===== config.mk =====
export PLATFORM = sky130hd
export DESIGN_NAME = eia_ctrl
export DESIGN_NICKNAME = d
export VERILOG_FILES = /design/src/hdl/eia_pkg.sv /design/src/hdl/eia_ctrl.sv
export SDC_FILE = /design/constraint.sdc
export NUM_CORES = 1
export LEC_CHECK = 0
export BUFFER_PORTS_ARGS = -buffer_cell sky130_fd_sc_hd__buf_4
export CAP_MARGIN = 20
export CORE_AREA = 8 8 45 47
export CTS_CLUSTER_SIZE = 40
export DETAILED_ROUTE_END_ITERATION = 8
export DIE_AREA = 0 0 53 55
export HOLD_SLACK_MARGIN = 0.15
export PLACE_DENSITY_LB_ADDON = 0.25
export SETUP_SLACK_MARGIN = 0.2
export SLEW_MARGIN = 20
export SYNTH_ARGS = -nofsm -noshare
export SYNTH_HDL_FRONTEND = slang
export SYNTH_SLANG_ARGS = --single-unit

===== constraint.sdc =====
create_clock -name clk_i -period 1 [get_ports clk_i]
set_input_delay 0.1 -clock clk_i [delete_from_list [all_inputs] [get_ports clk_i]]
set_output_delay 0.1 -clock clk_i [all_outputs]
set_load 0.1 [all_outputs]

===== src/hdl/eia_pkg.sv =====
// Shared constants and control types for the expiring index allocator.
`default_nettype none

package eia_pkg;

  localparam int unsigned TimeW    = 63;
  localparam int unsigned SlotW    = 10;
  localparam int unsigned ActiveW  = 11;
  localparam int unsigned CmdW     = 2;
  localparam int unsigned CfgIdxW  = 1;
  localparam int unsigned EntryW   = TimeW + 1;

  localparam logic [CmdW-1:0] CMD_BORROW  = 2'd0;
  localparam logic [CmdW-1:0] CMD_REFRESH = 2'd1;
  localparam logic [CmdW-1:0] CMD_QUERY   = 2'd2;
  localparam logic [CmdW-1:0] CMD_RETURN  = 2'd3;

  localparam logic [CfgIdxW-1:0] CFG_EXPIRY = 1'd0;
  localparam logic [CfgIdxW-1:0] CFG_ACTIVE = 1'd1;

  localparam logic [TimeW-1:0]   STAMP_FREE     = {TimeW{1'b1}};
  localparam logic [ActiveW-1:0] ACTIVE_RESET   = 11'd1024;

  // Controller to datapath commands
  typedef struct packed {
    logic latch;
    logic clr;
    logic scan;
    logic access;
    logic resp;
  } ctl_cmd_t;

  // Datapath to controller status
  typedef struct packed {
    logic clr_last;
    logic scan_done;
  } dp_stat_t;

endpackage : eia_pkg

`default_nettype wire


===== src/hdl/eia_ctrl.sv =====
// Control state machine: clearing pass, borrow scan and single-entry access.
`default_nettype none

module eia_ctrl
  import eia_pkg::*;
(
  input  wire logic            clk_i,
  input  wire logic            rst_ni,
  input  wire logic            start_i,
  input  wire logic [CmdW-1:0] cmd_i,
  input  wire dp_stat_t        stat_i,
  output logic                 busy_o,
  output ctl_cmd_t             ctl_o
);

  localparam logic [2:0] ST_CLEAR  = 3'd0;
  localparam logic [2:0] ST_IDLE   = 3'd1;
  localparam logic [2:0] ST_SCAN   = 3'd2;
  localparam logic [2:0] ST_ACCESS = 3'd3;
  localparam logic [2:0] ST_RESP   = 3'd4;

  logic [2:0] state_q, state_d;

  always_comb begin
    state_d = state_q;
    ctl_o   = '0;
    unique case (state_q)
      ST_CLEAR: begin
        ctl_o.clr = 1'b1;
        if (stat_i.clr_last) begin
          state_d = ST_IDLE;
        end
      end
      ST_IDLE: begin
        if (start_i) begin
          ctl_o.latch = 1'b1;
          state_d     = (cmd_i == CMD_BORROW) ? ST_SCAN : ST_ACCESS;
        end
      end
      ST_SCAN: begin
        ctl_o.scan = 1'b1;
        if (stat_i.scan_done) begin
          state_d = ST_IDLE;
        end
      end
      ST_ACCESS: begin
        ctl_o.access = 1'b1;
        state_d      = ST_RESP;
      end
      ST_RESP: begin
        ctl_o.resp = 1'b1;
        state_d    = ST_IDLE;
      end
      default: begin
        state_d = ST_IDLE;
      end
    endcase
  end

  always_ff @(posedge clk_i or negedge rst_ni) begin
    if (!rst_ni) begin
      state_q <= ST_CLEAR;
    end else begin
      state_q <= state_d;
    end
  end

  assign busy_o = (state_q != ST_IDLE);

endmodule : eia_ctrl

`default_nettype wire


==> results.txt <==
outcome -> finished with violations
failing checks -> setup timing
setup repair after global routing missed its margin -> true
combined area of all synthesized cells -> 219 um^2
Antenna Diode Count -> 0
Mapped Nets -> 25
starting density of the core -> 0.158
fin worst setup slack -> -0.308 ns
DRT Pass-1 Iters -> 1
core area -> 1380 um^2
Total Nets Final -> 48
max_cap viols -> 0
mean area per synthesized cell -> 12.2 um^2
hold crit path type -> in2reg
die extent in x -> 53 um
Detail Route Antenna Nets -> 0
flops & latches, synth -> 3
most frequent cells in the layout -> sky130_fd_sc_hd__buf_4 (10), sky130_fd_sc_hd__buf_12 (6), sky130_fd_sc_hd__clkbuf_4 (3), sky130_fd_sc_hd__dfrtp_2 (3)
via density per instance -> 4.05
Final Cycle Share -> 1.31
DRC violations left -> 0
vias in the first global route -> 249
Max Fclk -> 765 MHz
Placement Rows -> 14
number of buffers on the longest clock path -> 2
average wire per standard cell -> 13.1 um
register area share after synthesis -> 0.343
weighted congestion reported at the end of routability-driven placement -> 0.784
height of the die -> 55 um
first-pass GRT wire length -> 1180 um
number of violations reported at the end of detailed-routing iteration 0 -> 0
number of antenna violations at the first check in global routing -> 0
Worst setup EP type -> primary output
number of unique standard cell types used by synthesis -> 12
count of synthesis-stage warnings from yosys -> 0
maximum number of pins on one net before global-route repair -> 9
TritonCTS clock tree -> done
final hold vios -> 0
tightest slew margin relative to the limit -> 0.841
max reg flops -> 3
largest reg by FF count -> state_q
Die Footprint -> 2920 um^2
detailed-placement wirelength estimate -> 516 um
via count -> 227
quantity of I/O buffers inserted on ports -> 12
Final Slew Violations -> 0
CTS sink cnt -> 3
clock insertion delay at the later pin of the skew report -> 0.23 ns
data required time of the worst path -> 0.90 ns
# H-tree levels -> 1
highest net fanout along the worst path -> 3
CP arrival -> 1.21 ns
total length of routed wires -> 734 um
category of the critical setup timing path -> reg2out
clock-pin slew on the worst setup and hold paths -> 0.04 ns
I/O pin cnt -> 13
number of buffers inserted during clock tree synthesis -> 3
most common library cell in the layout ignoring fill and taps -> sky130_fd_sc_hd__buf_4
Mapped Cells -> 18
Clock Root Buffer -> sky130_fd_sc_hd__clkbuf_4
transition time of the tightest slew-check pin -> 0.238 ns
startpoint class of the critical path -> register
Worst Clk Skew -> 0.00249 ns
layout cell share with drive strength beyond 1 -> 0.800
post-route setup TNS -> -1.82 ns
area growth from synthesis to layout -> 134%
final number of setup-violating endpoints -> 8
min Tclk post-route -> 1.31 ns
overall track demand over capacity in global routing -> 0.0607
total global routing overflow -> 0
registers with the most flip-flops -> state_q (3)
cells by family after synthesis:
family          share of synthesized area
flops                               0.343
simple gates                        0.463
compound gates                      0.109
buf+inv                            0.0857
path summary, 6_finish.rpt:
path,from,end,slack [ns],cells after the start
setup / recovery,state_q[1]$_DFFE_PN0P_,ctl_o[4],-0.31,2
hold / removal,stat_i[0],state_q[0]$_DFFE_PN0P_,0.16,3
setup reg to reg,state_q[0]$_DFFE_PN0P_,state_q[0]$_DFFE_PN0P_,-0.12,3
hold reg to reg,state_q[2]$_DFFE_PN0P_,state_q[1]$_DFFE_PN0P_,0.70,2
max in group asynchronous,rst_ni,state_q[1]$_DFFE_PN0P_,0.71,2
min in group asynchronous,rst_ni,state_q[0]$_DFFE_PN0P_,0.19,2
synthesized netlist by cell type:
master / number / area [um^2]
sky130_fd_sc_hd__nor3b_4: 1 / 18.8
sky130_fd_sc_hd__a21o_1: 1 / 7.51
sky130_fd_sc_hd__buf_6: 1 / 11.3
sky130_fd_sc_hd__dfrtp_1: 3 / 75.1
sky130_fd_sc_hd__nand3b_1: 2 / 15.0
sky130_fd_sc_hd__nor4bb_4: 1 / 25.0
sky130_fd_sc_hd__inv_1: 2 / 7.51
sky130_fd_sc_hd__and3_1: 2 / 12.5
sky130_fd_sc_hd__nor2_1: 1 / 3.75
sky130_fd_sc_hd__and4bb_4: 1 / 16.3
sky130_fd_sc_hd__nor3_1: 2 / 10.0
sky130_fd_sc_hd__o311ai_2: 1 / 16.3
per-stage QoR:
stage	instances	setup slack [ns]	hold WS, ns	instance area (um^2)	util
final	56	-0.308	0.158	512	0.370
after global routing	56	-0.363	0.152	512	0.370
after CTS	56	-0.318	0.148	509	0.368
after detailed placement	48	-0.234	-0.109	367	0.265
after global placement	48	-0.225	-0.110	367	0.265
after floorplan	18	-0.604	-0.196	245	-
critical path, cell delays in order, from the launching register on:
cell and delay (ns):
sky130_fd_sc_hd__dfrtp_2 0.43, sky130_fd_sc_hd__and4bb_4 0.37, sky130_fd_sc_hd__buf_12 0.17
per-layer routing:
layer / track usage / routed length (um) / vias to the layer above
li1: - / - / 109
met1: 0.0564 / 291 / 104
met2: 0.0840 / 323 / 12
met3: 0.0508 / 99 / 2
met4: 0.0517 / 19 / 0
met5: 0 / 0 / -
area by class of cell:
type / instances / area, um^2
Timing Repair Buffer: 19 / 228
Tap cell: 16 / 20.0
Sequential cell: 3 / 78.8
Inverter: 2 / 10.0
Multi-Input combinational cell: 12 / 149
Clock buffer: 4 / 26.3
Fill cell: 146 / 872
repair_timing:
item,4_1_cts,5_1_grt
resized for setup,20,1
pin swaps,2,0
setup buffers,3,0
setup endpoints to repair,9,9
hold buffers,1,0
hold endpoints to repair,4,0
Power is not shown: default switching activity piles up to over one toggle a cycle in this logic, so the estimate is an artifact.
